## src/rtl/core/sppt_pkg.sv

```systemverilog
// types, codes and constants shared by the shaped pulse power table
// no dependencies
package sppt_pkg;

	// result status codes
	typedef enum logic [1:0] {
		ST_OK,
		ST_NO_PULSE,
		ST_BAD_COUNT,
		ST_BEYOND
	} status_t;

	// shape modes
	localparam logic [1:0] MODE_RISE  = 2'd0;
	localparam logic [1:0] MODE_FALL  = 2'd1;
	localparam logic [1:0] MODE_GAUSS = 2'd2;
	localparam logic [1:0] MODE_HERM  = 2'd3;

	// configuration register indexes
	localparam logic [2:0] REG_SHAPE_MODE = 3'd0;
	localparam logic [2:0] REG_REQ_INTV   = 3'd1;
	localparam logic [2:0] REG_PULSE_W    = 3'd2;
	localparam logic [2:0] REG_PEAK_PWR   = 3'd3;
	localparam logic [2:0] REG_HERM_A     = 3'd4;
	localparam logic [2:0] REG_HERM_B     = 3'd5;

	// arithmetic constants
	localparam int          DIV_BITS     = 44;
	localparam int          SQR_STEPS    = 16;
	localparam logic [5:0]  SPAN_MAX     = 6'd40;
	localparam logic [9:0]  POWER_MAX    = 10'd63;
	localparam logic [9:0]  HALF_EDGE_DB = 10'd6;
	localparam logic [23:0] ONE_Q16      = 24'd65536;
	localparam logic signed [37:0] LOG10_2_Q16 = 38'sd19728;
	localparam logic signed [41:0] LOG10_E_Q16 = 42'sd28462;
	localparam logic signed [41:0] ONE_Q32     = 42'sd4294967296;

	typedef struct packed {
		logic [1:0]  shape_mode;
		logic [9:0]  requested_intervals;
		logic [19:0] pulse_width;
		logic [5:0]  peak_power;
		logic [23:0] herm_a;
		logic [23:0] herm_b;
	} cfg_t;

	// datapath operations
	typedef enum logic [4:0] {
		OP_NONE,
		OP_LOAD,
		OP_FAIL,
		OP_REDUCE,
		OP_SETUP,
		OP_MUL1,
		OP_MUL2,
		OP_DIV,
		OP_STORE,
		OP_MPREP,
		OP_NORM,
		OP_SQRINIT,
		OP_SQR,
		OP_LOG1,
		OP_LOG2,
		OP_SCALE,
		OP_FINAL
	} dp_op_t;

	typedef struct packed {
		dp_op_t  op;
		logic    sel_b;
		status_t st;
	} dp_cmd_t;

	typedef struct packed {
		logic no_pulse;
		logic bad_count;
		logic reduce_more;
		logic reduce_fail;
		logic beyond;
		logic hermite;
		logic m_zero;
		logic norm_done;
	} dp_stat_t;

endpackage

```

## src/rtl/core/sppt_ctrl.sv

```systemverilog
// controller state machine of the shaped pulse power table
// sequences the datapath operations; uses sppt_pkg
module sppt_ctrl (
	input  logic               clk,
	input  logic               arst_n,
	input  logic               start,
	input  sppt_pkg::dp_stat_t stat,
	output sppt_pkg::dp_cmd_t  cmd,
	output logic               busy,
	output logic               done
);
	import sppt_pkg::*;

	localparam logic [4:0] S_IDLE    = 5'd0;
	localparam logic [4:0] S_CHECK   = 5'd1;
	localparam logic [4:0] S_REDUCE  = 5'd2;
	localparam logic [4:0] S_SETUP   = 5'd3;
	localparam logic [4:0] S_MUL1    = 5'd4;
	localparam logic [4:0] S_MUL2    = 5'd5;
	localparam logic [4:0] S_DIV     = 5'd6;
	localparam logic [4:0] S_STORE   = 5'd7;
	localparam logic [4:0] S_MPREP   = 5'd8;
	localparam logic [4:0] S_NORM    = 5'd9;
	localparam logic [4:0] S_SQRINIT = 5'd10;
	localparam logic [4:0] S_SQR     = 5'd11;
	localparam logic [4:0] S_LOG1    = 5'd12;
	localparam logic [4:0] S_LOG2    = 5'd13;
	localparam logic [4:0] S_SCALE   = 5'd14;
	localparam logic [4:0] S_FINAL   = 5'd15;
	localparam logic [4:0] S_OUT     = 5'd16;

	localparam logic [5:0] DIV_LAST = 6'(DIV_BITS - 1);
	localparam logic [5:0] SQR_LAST = 6'(SQR_STEPS - 1);

	logic [4:0] state_q, state_d;
	logic [5:0] cnt_q, cnt_d;
	logic       pass_b_q, pass_b_d;

	assign busy = (state_q != S_IDLE);
	assign done = (state_q == S_OUT);

	// next state and command
	always_comb begin
		state_d   = state_q;
		cnt_d     = cnt_q;
		pass_b_d  = pass_b_q;
		cmd.op    = OP_NONE;
		cmd.sel_b = pass_b_q;
		cmd.st    = ST_OK;
		unique case (state_q)
			S_IDLE: begin
				if (start) begin
					cmd.op  = OP_LOAD;
					state_d = S_CHECK;
				end
			end
			S_CHECK: begin
				priority if (stat.no_pulse) begin
					cmd.op  = OP_FAIL;
					cmd.st  = ST_NO_PULSE;
					state_d = S_OUT;
				end else if (stat.bad_count) begin
					cmd.op  = OP_FAIL;
					cmd.st  = ST_BAD_COUNT;
					state_d = S_OUT;
				end else begin
					state_d = S_REDUCE;
				end
			end
			S_REDUCE: begin
				priority if (stat.reduce_more && stat.reduce_fail) begin
					cmd.op  = OP_FAIL;
					cmd.st  = ST_BAD_COUNT;
					state_d = S_OUT;
				end else if (stat.reduce_more) begin
					cmd.op = OP_REDUCE;
				end else if (stat.beyond) begin
					cmd.op  = OP_FAIL;
					cmd.st  = ST_BEYOND;
					state_d = S_OUT;
				end else begin
					pass_b_d = 1'b0;
					state_d  = S_SETUP;
				end
			end
			S_SETUP: begin
				cmd.op  = OP_SETUP;
				state_d = S_MUL1;
			end
			S_MUL1: begin
				cmd.op  = OP_MUL1;
				state_d = S_MUL2;
			end
			S_MUL2: begin
				cmd.op  = OP_MUL2;
				cnt_d   = 6'd0;
				state_d = S_DIV;
			end
			S_DIV: begin
				cmd.op = OP_DIV;
				cnt_d  = cnt_q + 6'd1;
				if (cnt_q == DIV_LAST)
					state_d = S_STORE;
			end
			S_STORE: begin
				cmd.op = OP_STORE;
				priority if (!stat.hermite) begin
					state_d = S_FINAL;
				end else if (!pass_b_q) begin
					pass_b_d = 1'b1;
					state_d  = S_MUL1;
				end else begin
					state_d = S_MPREP;
				end
			end
			S_MPREP: begin
				cmd.op  = OP_MPREP;
				state_d = stat.m_zero ? S_SCALE : S_NORM;
			end
			S_NORM: begin
				if (stat.norm_done)
					state_d = S_SQRINIT;
				else
					cmd.op = OP_NORM;
			end
			S_SQRINIT: begin
				cmd.op  = OP_SQRINIT;
				cnt_d   = 6'd0;
				state_d = S_SQR;
			end
			S_SQR: begin
				cmd.op = OP_SQR;
				cnt_d  = cnt_q + 6'd1;
				if (cnt_q == SQR_LAST)
					state_d = S_LOG1;
			end
			S_LOG1: begin
				cmd.op  = OP_LOG1;
				state_d = S_LOG2;
			end
			S_LOG2: begin
				cmd.op  = OP_LOG2;
				state_d = S_SCALE;
			end
			S_SCALE: begin
				cmd.op  = OP_SCALE;
				state_d = S_FINAL;
			end
			S_FINAL: begin
				cmd.op  = OP_FINAL;
				state_d = S_OUT;
			end
			S_OUT: begin
				state_d = S_IDLE;
			end
			default: begin
				state_d = S_IDLE;
			end
		endcase
	end

	// state registers
	always_ff @(posedge clk or negedge arst_n) begin
		if (!arst_n) begin
			state_q  <= S_IDLE;
			cnt_q    <= 6'd0;
			pass_b_q <= 1'b0;
		end else begin
			state_q  <= state_d;
			cnt_q    <= cnt_d;
			pass_b_q <= pass_b_d;
		end
	end

endmodule

```

## config.mk

```make
export PLATFORM = sky130hd
export DESIGN_NAME = sppt_ctrl
export DESIGN_NICKNAME = d
export VERILOG_FILES = /design/src/rtl/core/sppt_pkg.sv /design/src/rtl/core/sppt_ctrl.sv
export SDC_FILE = /design/constraint.sdc
export NUM_CORES = 1
export LEC_CHECK = 0
export ABC_CLOCK_PERIOD_IN_PS = 2600
export BUFFER_PORTS_ARGS = -buffer_cell sky130_fd_sc_hd__buf_2
export CAP_MARGIN = 10
export CORE_UTILIZATION = 58
export CTS_CLUSTER_DIAMETER = 120
export CTS_CLUSTER_SIZE = 20
export DETAILED_ROUTE_END_ITERATION = 8
export GPL_TIMING_DRIVEN = 0
export PLACE_DENSITY = 0.83
export SLEW_MARGIN = 30
export SYNTH_ARGS = -nofsm -noshare
export SYNTH_HDL_FRONTEND = slang
export SYNTH_SLANG_ARGS = --single-unit
export TNS_END_PERCENT = 20
```

## constraint.sdc

```tcl
create_clock -name clk -period 2.6 [get_ports clk]
set_clock_uncertainty 0.1 [all_clocks]
set_input_delay 0.13 -clock clk [delete_from_list [all_inputs] [get_ports clk]]
set_output_delay 0.13 -clock clk [all_outputs]
set_load 0.1 [all_outputs]
```

---- After elaboration in Yosys (flattened, before gate mapping) ----
Index checks and enable logic that the tools add are counted.
operators by class
  add/sub/neg operators ................... 1
  equality and inequality tests ........... 27
  mux-type cells .......................... 33
  reductions and logical operators ........ 9
operators by type and width
  kind                   count
  $pmux W5 S16           2
  $mux W5                9
  $eq A5 B4 Y1 const B   8
  $eq A5 B3 Y1 const B   4
  $mux W2                10
  $ne A2 B2 Y1 const B   8
  $mux W4                3
  $pmux W6 S2            1
  $eq A5 B2 Y1 const B   2
  $reduce_and A5 Y1      2
  $add A6 B1 Y6 const B  1
  $eq A6 B4 Y1 const B   1
  $eq A6 B6 Y1 const B   1
  $eq A5 B1 Y1 const B   1
  $eq A5 B5 Y1 const B   1
  $logic_not A5 Y1       1
  $mux W1                5
  $reduce_bool A5 Y1     1
  $pmux W2 S2            1
  $reduce_bool A2 Y1     2
  $reduce_or A2 Y1       2
  $mux W3                1
  $ne A3 B3 Y1 const B   1
  $pmux W1 S2            1
  $logic_and A1 B1 Y1    1
storage, ports and cells
  register bits ........................... 12
  input port bits ......................... 11
  output and inout bits ................... 10

---- Depth between registers and ports, before layout ----
Gate-level depths: netlist of run 1.
  depth after elaboration ................. 4
  mapped depth ............................ 6
  gate-level depth less buffers ........... 6

---- Worst setup path before layout of run 1 ----
Ideal clock, no wire load.
  path type ............................... flip-flop to output port
  from .................................... register state_q[2]
  to ...................................... output port cmd[1] in the netlist's numbering
  arrival time ............................ 3.287 ns
  slack ................................... -0.917 ns
  cell stages (with the launch flop) ...... 5
  path buffers ............................ 1
  cells stage by stage .................... dfrtp_1 buf_6 nor3_1 nand2_1 o32ai_1
RTL lines
  element                 RTL line          text
  start, declared         sppt_ctrl.sv:35   logic [4:0] state_q, state_d;
  start signal, assigned  sppt_ctrl.sv:169  state_q <= state_d;
  end, declared           sppt_ctrl.sv:8    output sppt_pkg::dp_cmd_t cmd,

==> results of run 1 <==
[where the power goes]
part | switching, mW | internal (mW)
clock network | 0.0766 | 0.0855
registers | 0.0520 | 0.234
logic | 0.938 | 0.287
total | 1.07 | 0.606
[cell type report]
type | instances | area, um^2 | area share
plain buffers | 9 | 51.3 | 0.0403
clock buffers | 4 | 36.3 | 0.0285
inverters | 5 | 18.8 | 0.0147
multi-input cells | 113 | 724 | 0.569
flip-flops and latches | 12 | 300 | 0.236
well taps | 25 | 31.3 | 0.0246
repair buffers | 21 | 110 | 0.0865
[synth_stat cells (4+ instances only)]
cell type / n
a21oi_1: 10
buf_2: 5
dfrtp_1: 12
inv_1: 5
nand2_1: 16
nand2b_1: 6
nand3_1: 8
nor2_1: 12
nor3_1: 8
o211ai_1: 4
o21ai_0: 5
xnor2_1: 4
[worst min-delay path, cell delays in order]
cell and delay (ns):
buf_2 0.12, a21oi_1 0.12, a21oi_1 0.05
[logic make-up (layout without fill, tap and decap cells)]
logic type	Yosys count	after routing	synth area share
xor+xnor	5	5	0.0403
flops	12	12	0.276
mux	1	1	0.0104
compound gates	40	40	0.285
buf+inv	14	39	0.0644
fa+ha+maj	1	1	0.0115
simple gates	66	66	0.312
[routing by layer]
metal | up-vias | wire length, um
met5 | - | 0
met4 | 0 | 65
met3 | 7 | 141
met2 | 34 | 1440
met1 | 557 | 1280
li1 | 554 | -
[registers in the layout (all words and copies together) (netlist names)]
register  count
cnt_q         6
pass_b_q      1
state_q       5
[final timing paths]
path,from,end,slack [ns],cells after the start
setup / recovery,state_q[1]$_DFFE_PN0P_,cmd[4],0.23,6
hold / removal,stat[2],pass_b_q$_DFFE_PN0P_,0.06,3
setup reg to reg,state_q[2]$_DFFE_PN0P_,state_q[2]$_DFFE_PN0P_,0.74,6
hold reg to reg,cnt_q[1]$_DFFE_PN0P_,cnt_q[1]$_DFFE_PN0P_,0.46,1
max in group asynchronous,arst_n,state_q[4]$_DFFE_PN0P_,2.04,2
min in group asynchronous,arst_n,state_q[3]$_DFFE_PN0P_,0.14,2
[through the flow]
stage               cells  setup TNS, ns  worst slack [ns]  hold slack [ns]  power, mW
floorplan             139          -2.91            -0.871           -0.266       1.29
global route          189              0             0.111           0.0706       1.75
detailed placement    184              0             0.572          -0.0730       1.50
CTS                   189              0             0.231           0.0606       1.66
finish                189              0             0.232           0.0619       1.67
global placement      184              0             0.577          -0.0761       1.47
==> results.py, run 1 <==
metrics = {
    "synthesis": {
        "syn_nets": 151,
        "synth_ff_type": "dfrtp_1",
        "yosys-top-cells-area": "dfrtp_1 (28%), nand2_1 (5.5%), a2111oi_4 (5.1%)",
        "avgSynthCellArea_um2": 7.82,
        "async_flop_share": 1.00,
        "synth-edff-count": 0,
        "yosysTopAreaCell": "dfrtp_1",
        "synth_cell_type_count": 45,
        "syn_inst": 139,
        "synth-seq-area-share": 0.276,
        "yosys_register_bits": 12,
        "syn_area_um2": 1090,
        "synth_top_cell_area_share": 0.276,
        "ys.warnings.count": 0,
    },
    "floorplanning": {
        "start_util": 0.623,
        "die_w_um": 45.3,
        "die_h_um": 45.3,
        "die_area_um2": 2050,
        "ios": 21,
        "fp.coreArea_um2": 1750,
        "num_rows": 15,
    },
    "final_layout": {
        "diodes": 0,
        "drive_gt1_frac": 0.238,
        "fillers": 150,
        "fin_util": 0.729,
        "synthToLayoutAreaGrowth_pct": 17.0,
        "layout.cells.most_common_list": "buf_2 (25), nand2_1 (16), nor2_1 (12), dfrtp_1 (12), a21oi_1 (10)",
        "design_area_um2": 1270,
        "nNetsFinal": 177,
        "final_common_cell": "buf_2",
    },
    "global_route": {
        "grt_max_degree": 13,
        "track_usage": 0.321,
        "grt-ovfl-total": 0,
        "use_met1": 0.418,
        "met2_usage": 0.510,
        "use_met3": 0.0520,
        "grt_pass1_wl_um": 4640,
        "grt_pass1_vias": 1055,
        "antenna_found_initial": 0,
        "busiest_layer": "met2",
    },
    "clocking": {
        "clk_path_buf_depth": 2,
        "clk_pin_slew_ns": 0.09,
        "htreeDepth": 1,
        "clockRootBuffer": "clkbuf_4",
        "cts_buffers": 3,
        "tritoncts": "built",
        "cts.repair.resized": 0,
        "cts_hold_buf": 1,
        "clock_sinks": 12,
        "cts_setup_buffers": 0,
        "clock_latency_ns": 0.29,
    },
    "timing": {
        "drv_slew": 0,
        "setup_viol": 0,
        "max_freq_ghz": 0.422,
        "fin_crit_sh": 0.911,
        "fin_crit_ns": 2.37,
        "rsz0062_at_grt": "false",
        "relSlewSlack": 0.677,
        "worst_slew_pin_slew_ns": 0.481,
        "hold_viol": 0,
    },
    "critical_path": {
        "path_cells": "buf_2, inv_1, nand2_1, a2111o_1, o211ai_1, buf_2",
        "end_kind": "output port",
        "cp-start-kind": "flip-flop",
        "critical_path.most_common_cell": "buf_2",
        "arrival_ns": 2.14,
        "cp_slowest_cell": "dfrtp_1",
        "critPathKind": "reg -> out",
        "cp.required_ns": 2.37,
        "critical_path_buf_inv_count": 3,
        "cp_slowest_stage_delay_ns": 0.47,
        "crit_family": "buffers and inverters",
        "worst-path-max-fanout": 10,
    },
    "routing": {
        "vias_per_cell": 6.10,
        "drtIter0Drc": 39,
        "vias": 1152,
        "drt_wl_total_um": 2920,
        "drt_first_pass_iters": 4,
        "wl_per_cell_um": 15.5,
        "ant_nets": 0,
        "remaining_drc_errors": 0,
    },
    "hold_path": {
        "hold_class": "in -> reg",
    },
    "outcome": {
        "status": "completed",
    },
    "pwr": {
        "power_leakage_nw": 0.562,
        "powerDensity_nw_per_um2": 1310,
        "ir_drop_mv": 0.949,
    },
    "job": {
        "cap_violations": 0,
    },
    "placed_design": {
        "post_dp_cell_area_um2": 1230,
        "io_buffer_count": 20,
        "gp_congestion": 0.915,
        "hpwl_um": 2200,
    },
}
Note: power is estimated with default switching activity, not from simulation.
==> run 2: changes to the inputs <==
- ABC_CLOCK_PERIOD_IN_PS: 2600 -> 2000
- CORE_UTILIZATION: 58 -> 49
- MAX_ROUTING_LAYER: default -> met4
- PLACE_DENSITY: 0.83 -> 0.75
- clock period: 2.6 -> 2 ns (I/O delays scaled with it)
==> run 2 against run 1 <==
Compared with the run above: critical path depth is 2 lower; largest power group unchanged; via count is 4.0% higher; combinational power is 50% higher; worst hold slack worse by 0.023 ns; largest cell class unchanged; wire length is 3.7% higher; sequential cell count stayed put; global-route usage is 4.9 points lower; highest routed layer unchanged; final cell count is 4.2% higher.
==> results.py, run 2 (synthesized netlist as in run 1, its figures left out) <==
metrics = {
    "final_layout": {
        "largest_reg_flops": 6,
        "reg_top3": "cnt_q x6, state_q x5, pass_b_q x1",
        "instances_no_fill": 197,
        "drive_gt1_frac": 0.341,
        "diodes": 0,
        "layout.cells.most_common_list": "nand2_1 (16), buf_2 (16), nor2_1 (11), buf_4 (11), a21oi_1 (10)",
        "design_area_um2": 1440,
        "nNetsFinal": 183,
        "top_register": "cnt_q",
        "synthToLayoutAreaGrowth_pct": 32.3,
    },
    "critical_path": {
        "crit_family": "compound AO/OA/AOI/OAI gates",
        "cp-start-kind": "flip-flop",
        "worst-path-max-fanout": 10,
        "critical_path_buf_inv_count": 2,
        "path_cells": "buf_4, a2111o_1, o211ai_1, buf_6",
        "cp_slowest_cell": "dfrtp_2",
        "end_kind": "output port",
        "cp_slowest_stage_delay_ns": 0.48,
        "critPathKind": "reg -> out",
        "cp.required_ns": 1.80,
        "arrival_ns": 1.77,
    },
    "timing": {
        "drv_slew": 0,
        "fin_crit_ns": 1.97,
        "hold_viol": 0,
        "finalSetupTns_ns": 0,
        "relSlewSlack": 0.672,
        "max_freq_ghz": 0.508,
        "worst_slew_pin_slew_ns": 0.491,
        "fin_crit_sh": 0.984,
        "rsz0062_at_grt": "true",
        "setup_viol": 0,
    },
    "routing": {
        "drt_first_pass_iters": 4,
        "drtIter0Drc": 54,
        "wl_per_cell_um": 15.4,
        "vias": 1198,
        "drt_wl_total_um": 3030,
        "remaining_drc_errors": 0,
        "vias_per_cell": 6.08,
        "ant_nets": 0,
    },
    "clocking": {
        "htreeDepth": 1,
        "clk_pin_slew_ns": 0.08,
        "tritoncts": "built",
        "clockRootBuffer": "clkbuf_4",
        "cts_buffers": 3,
        "clock_sinks": 12,
        "clock_latency_ns": 0.28,
        "clk_path_buf_depth": 2,
    },
    "global_route": {
        "antenna_found_initial": 0,
        "track_usage": 0.271,
        "grt-ovfl-total": 0,
        "grt_pass1_wl_um": 4840,
        "grt_max_degree": 13,
        "grt_pass1_vias": 1047,
    },
    "placed_design": {
        "io_buffer_count": 20,
        "gp_congestion": 0.854,
        "post_dp_cell_area_um2": 1270,
        "hpwl_um": 2120,
        "post-place-cells": 186,
    },
    "floorplanning": {
        "die_area_um2": 2410,
        "ios": 21,
        "num_rows": 16,
        "start_util": 0.538,
        "fp.coreArea_um2": 2020,
        "die_w_um": 49.1,
        "die_h_um": 49.1,
    },
    "outcome": {
        "status": "completed",
    },
    "hold_path": {
        "hold_class": "in -> reg",
    },
    "job": {
        "cap_violations": 0,
    },
    "pwr": {
        "power_leakage_nw": 0.621,
        "powerDensity_nw_per_um2": 1710,
        "ir_drop_mv": 1.38,
    },
}
## run 2: changes by cell type in the layout (fill, tap and decap cells not counted), moves of 2 or more
cell,delta
buf_2,-9
buf_4,+10
buf_6,+6
clkbuf_1,-2
dfrtp_1,-3
dfrtp_2,+3
nor3_1,-2
## run 2: layout make-up
| type | instances | area (um^2) |
|---|---|---|
| Multi-Input combinational cell | 113 | 772 |
| Sequential cell | 12 | 304 |
| Timing Repair Buffer | 28 | 196 |
| Fill cell | 158 | 583 |
| Tap cell | 27 | 33.8 |
| Inverter | 5 | 21.3 |
| Clock buffer | 4 | 36.3 |
| Buffer | 8 | 75.1 |
## run 2: per-stage QoR
| stage | total power, mW | setup WS (ns) | hold slack (ns) | util |
|---|---|---|---|---|
| after floorplan | 1.74 | -0.505 | -0.296 | - |
| after global placement | 1.99 | -0.0619 | -0.105 | 0.630 |
| after detailed placement | 2.02 | -0.118 | -0.107 | 0.630 |
| after CTS | 2.31 | -0.0179 | 0.0335 | 0.676 |
| after global routing | 2.56 | 0.000619 | 0.0559 | 0.712 |
| final | 2.45 | 0.0329 | 0.0387 | 0.712 |
## run 2: final timing paths
path,from,endpoint,slack [ns],cells after the start
worst max-delay path,state_q[0]$_DFFE_PN0P_,cmd[4],0.03,4
worst min-delay path,stat[2],pass_b_q$_DFFE_PN0P_,0.04,3
worst max register to register,state_q[2]$_DFFE_PN0P_,state_q[1]$_DFFE_PN0P_,0.17,6
worst min register to register,cnt_q[1]$_DFFE_PN0P_,cnt_q[1]$_DFFE_PN0P_,0.45,1
max in group asynchronous,arst_n,state_q[0]$_DFFE_PN0P_,1.44,2
min in group asynchronous,arst_n,state_q[1]$_DFFE_PN0P_,0.12,2
## run 2: timing repair
item,in CTS,in global routing
buffers inserted,0,6
endpoints found under the hold margin,12,0
setup endpoints to repair,7,5
cloned,0,1
gates resized for setup,20,11
hold buffers,1,0
pin swaps,0,2
## run 2: worst reg2reg max path: cells and delay by family, from the launching register on
| family | cells | cell delay (ns) |
|---|---|---|
| flip-flops | 1 | 0.35 |
| buffers and inverters | 1 | 0.14 |
| AND/OR/NAND/NOR | 3 | 0.76 |
| AO/OA/AOI/OAI | 2 | 0.41 |
## run 2: per-layer routing
| metal | track usage | routed length (um) |
|---|---|---|
| met1 | 0.382 | 1380 |
| met5 | - | 0 |
| met3 | 0.0685 | 230 |
| met2 | 0.388 | 1380 |
| met4 | 0.0637 | 36 |
## run 2: power breakdown
group / total [mW] / leakage [nW] / switching (mW) / internal, mW
sequential: 0.399 / 0.159 / 0.0913 / 0.308
clock: 0.206 / 0.0210 / 0.0949 / 0.111
combinational: 1.85 / 0.441 / 1.30 / 0.552
==> run 3: changes to the inputs <==
- CORE_MARGIN: default -> 5
- CORE_UTILIZATION: 49 -> 41
- PLACE_DENSITY: 0.75 -> default
==> run 3 against run 2 <==
Compared with the run above: sequential cell count did not move; critical endpoint unchanged; sequential share of layout area is 0.29 points lower; count of clock-buffer cells in the layout stayed put; final cell count increased by 1.0%; critical path type unchanged; design area rose by 0.96%; core utilization is 13 points lower; die area grew 57%; clock power about the same.
==> results.py, run 3 (synthesized netlist as in run 1, its figures left out) <==
metrics = {
    "clocking": {
        "clock_latency_ns": 0.29,
        "clk_pin_slew_ns": 0.09,
        "cts_buffers": 3,
        "htreeDepth": 1,
        "clockRootBuffer": "clkbuf_4",
        "tritoncts": "built",
        "clock_sinks": 12,
        "clk_path_buf_depth": 2,
    },
    "timing": {
        "setup_viol": 0,
        "setup_ws_ns": 0.0582,
        "relSlewSlack": 0.680,
        "hold_slack_ns": 0.0449,
        "fin_crit_ns": 1.94,
        "hold_viol": 0,
        "worst_slew_pin_slew_ns": 0.484,
        "max_freq_ghz": 0.515,
        "rsz0062_at_grt": "true",
        "drv_slew": 0,
        "fin_crit_sh": 0.971,
    },
    "floorplanning": {
        "die_area_um2": 3780,
        "die_h_um": 61.5,
        "ios": 21,
        "die_w_um": 61.5,
        "fp.coreArea_um2": 2500,
        "num_rows": 18,
        "start_util": 0.435,
    },
    "final_layout": {
        "nNetsFinal": 182,
        "layout.cells.most_common_list": "buf_2 (15), nand2_1 (14), nor2_1 (11)",
        "synthToLayoutAreaGrowth_pct": 33.6,
        "largest_reg_flops": 6,
        "reg_top3": "cnt_q x6, state_q x5, pass_b_q x1",
        "final_common_cell": "buf_2",
        "top_register": "cnt_q",
        "instances_no_fill": 199,
        "drive_gt1_frac": 0.343,
        "design_area_um2": 1450,
        "diodes": 0,
    },
    "pwr": {
        "ir_drop_mv": 1.63,
        "powerDensity_nw_per_um2": 1690,
        "power_leakage_nw": 0.620,
    },
    "placed_design": {
        "place_ws_ns": -0.104,
        "hpwl_um": 2180,
        "io_buffer_count": 20,
        "post-place-cells": 189,
        "gp_congestion": 0.895,
        "post_dp_cell_area_um2": 1280,
    },
    "hold_path": {
        "hold_start": "stat[2]",
        "hold_class": "in -> reg",
    },
    "job": {
        "cap_violations": 0,
    },
    "critical_path": {
        "cp.required_ns": 1.80,
        "rr_startpoint": "state_q[3]$_DFFE_PN0P_",
        "critPathKind": "reg -> out",
        "cp-start-kind": "flip-flop",
        "worst-path-max-fanout": 10,
        "startpoint": "state_q[0]$_DFFE_PN0P_",
        "end_kind": "output port",
        "arrival_ns": 1.74,
    },
    "global_route": {
        "grt_pass1_vias": 1071,
        "grt-ovfl-total": 0,
        "antenna_found_initial": 0,
        "track_usage": 0.183,
        "grt_pass1_wl_um": 5020,
        "grt_max_degree": 13,
    },
    "outcome": {
        "status": "completed",
    },
    "routing": {
        "drt_wl_total_um": 3020,
        "drt_first_pass_iters": 4,
        "vias_per_cell": 5.85,
        "wl_per_cell_um": 15.2,
        "remaining_drc_errors": 0,
        "ant_nets": 0,
        "vias": 1164,
        "drtIter0Drc": 83,
    },
}
[run 3: cell count changes in the layout (fill, tap and decap cells not counted)]
cell / before / now
buf_4: 11 / 9
nand2_1: 16 / 14
dfrtp_2: 3 / 2
buf_8: 0 / 1
buf_2: 16 / 15
dfrtp_1: 9 / 10
buf_6: 7 / 8
nand2_2: 1 / 3
[run 3: routing by layer]
layer | GRT usage | part of all wire | vias to the layer above
li1 | - | - | 568
met1 | 0.261 | 0.48 | 544
met5 | - | 0 | -
met2 | 0.262 | 0.44 | 44
met4 | 0.0424 | 0.017 | 0
met3 | 0.0419 | 0.070 | 8
[run 3: where the power goes]
| group | switching (mW) | leakage, nW | internal (mW) | total [mW] |
|---|---|---|---|---|
| Combinational | 1.31 | 0.439 | 0.570 | 1.88 |
| Sequential | 0.0662 | 0.160 | 0.306 | 0.372 |
| Clock | 0.0945 | 0.0210 | 0.111 | 0.205 |
| Total | 1.47 | 0.620 | 0.988 | 2.45 |
[run 3: path summary, 6_finish.rpt]
kind	cells after the start	slack (ns)	to
hold / removal	3	0.04	pass_b_q$_DFFE_PN0P_
min in group asynchronous	2	0.13	state_q[0]$_DFFE_PN0P_
setup / recovery	5	0.06	cmd[4]
max in group asynchronous	2	1.42	state_q[1]$_DFFE_PN0P_
hold reg to reg	1	0.45	cnt_q[1]$_DFFE_PN0P_
setup reg to reg	6	0.16	cnt_q[3]$_DFFE_PN0P_
[run 3: metrics by stage]
step                       util  power, mW  TNS [ns]
final                     0.581       2.45         0
after global routing      0.581       2.61   -0.0446
after CTS                 0.549       2.32   -0.0154
after detailed placement  0.511       2.02    -0.155
after global placement    0.511       2.01    -0.117
after floorplan               -       1.74     -1.66
[run 3: timing repair]
item / 4_1_cts / 5_1_grt
hold buffers: 1 / 0
endpoints found under the setup margin: 7 / 6
gates resized for setup: 21 / 15
setup buffers: 0 / 5
pin swaps: 0 / 3
hold endpoints to repair: 12 / 0
[run 3: layout make-up]
cell class | count | area, um^2
multi-input cells | 113 | 777
inverters | 5 | 21.3
plain buffers | 9 | 93.8
repair buffers | 26 | 184
fillers | 229 | 1050
flip-flops and latches | 12 | 303
clock buffers | 4 | 36.3
well taps | 30 | 37.5
[run 3: critical path, stage by stage, from the launching register on]
cell      delay [ns]
dfrtp_1         0.38
buf_6           0.14
buf_6           0.14
a2111o_1        0.42
o211ai_1        0.11
buf_6           0.25
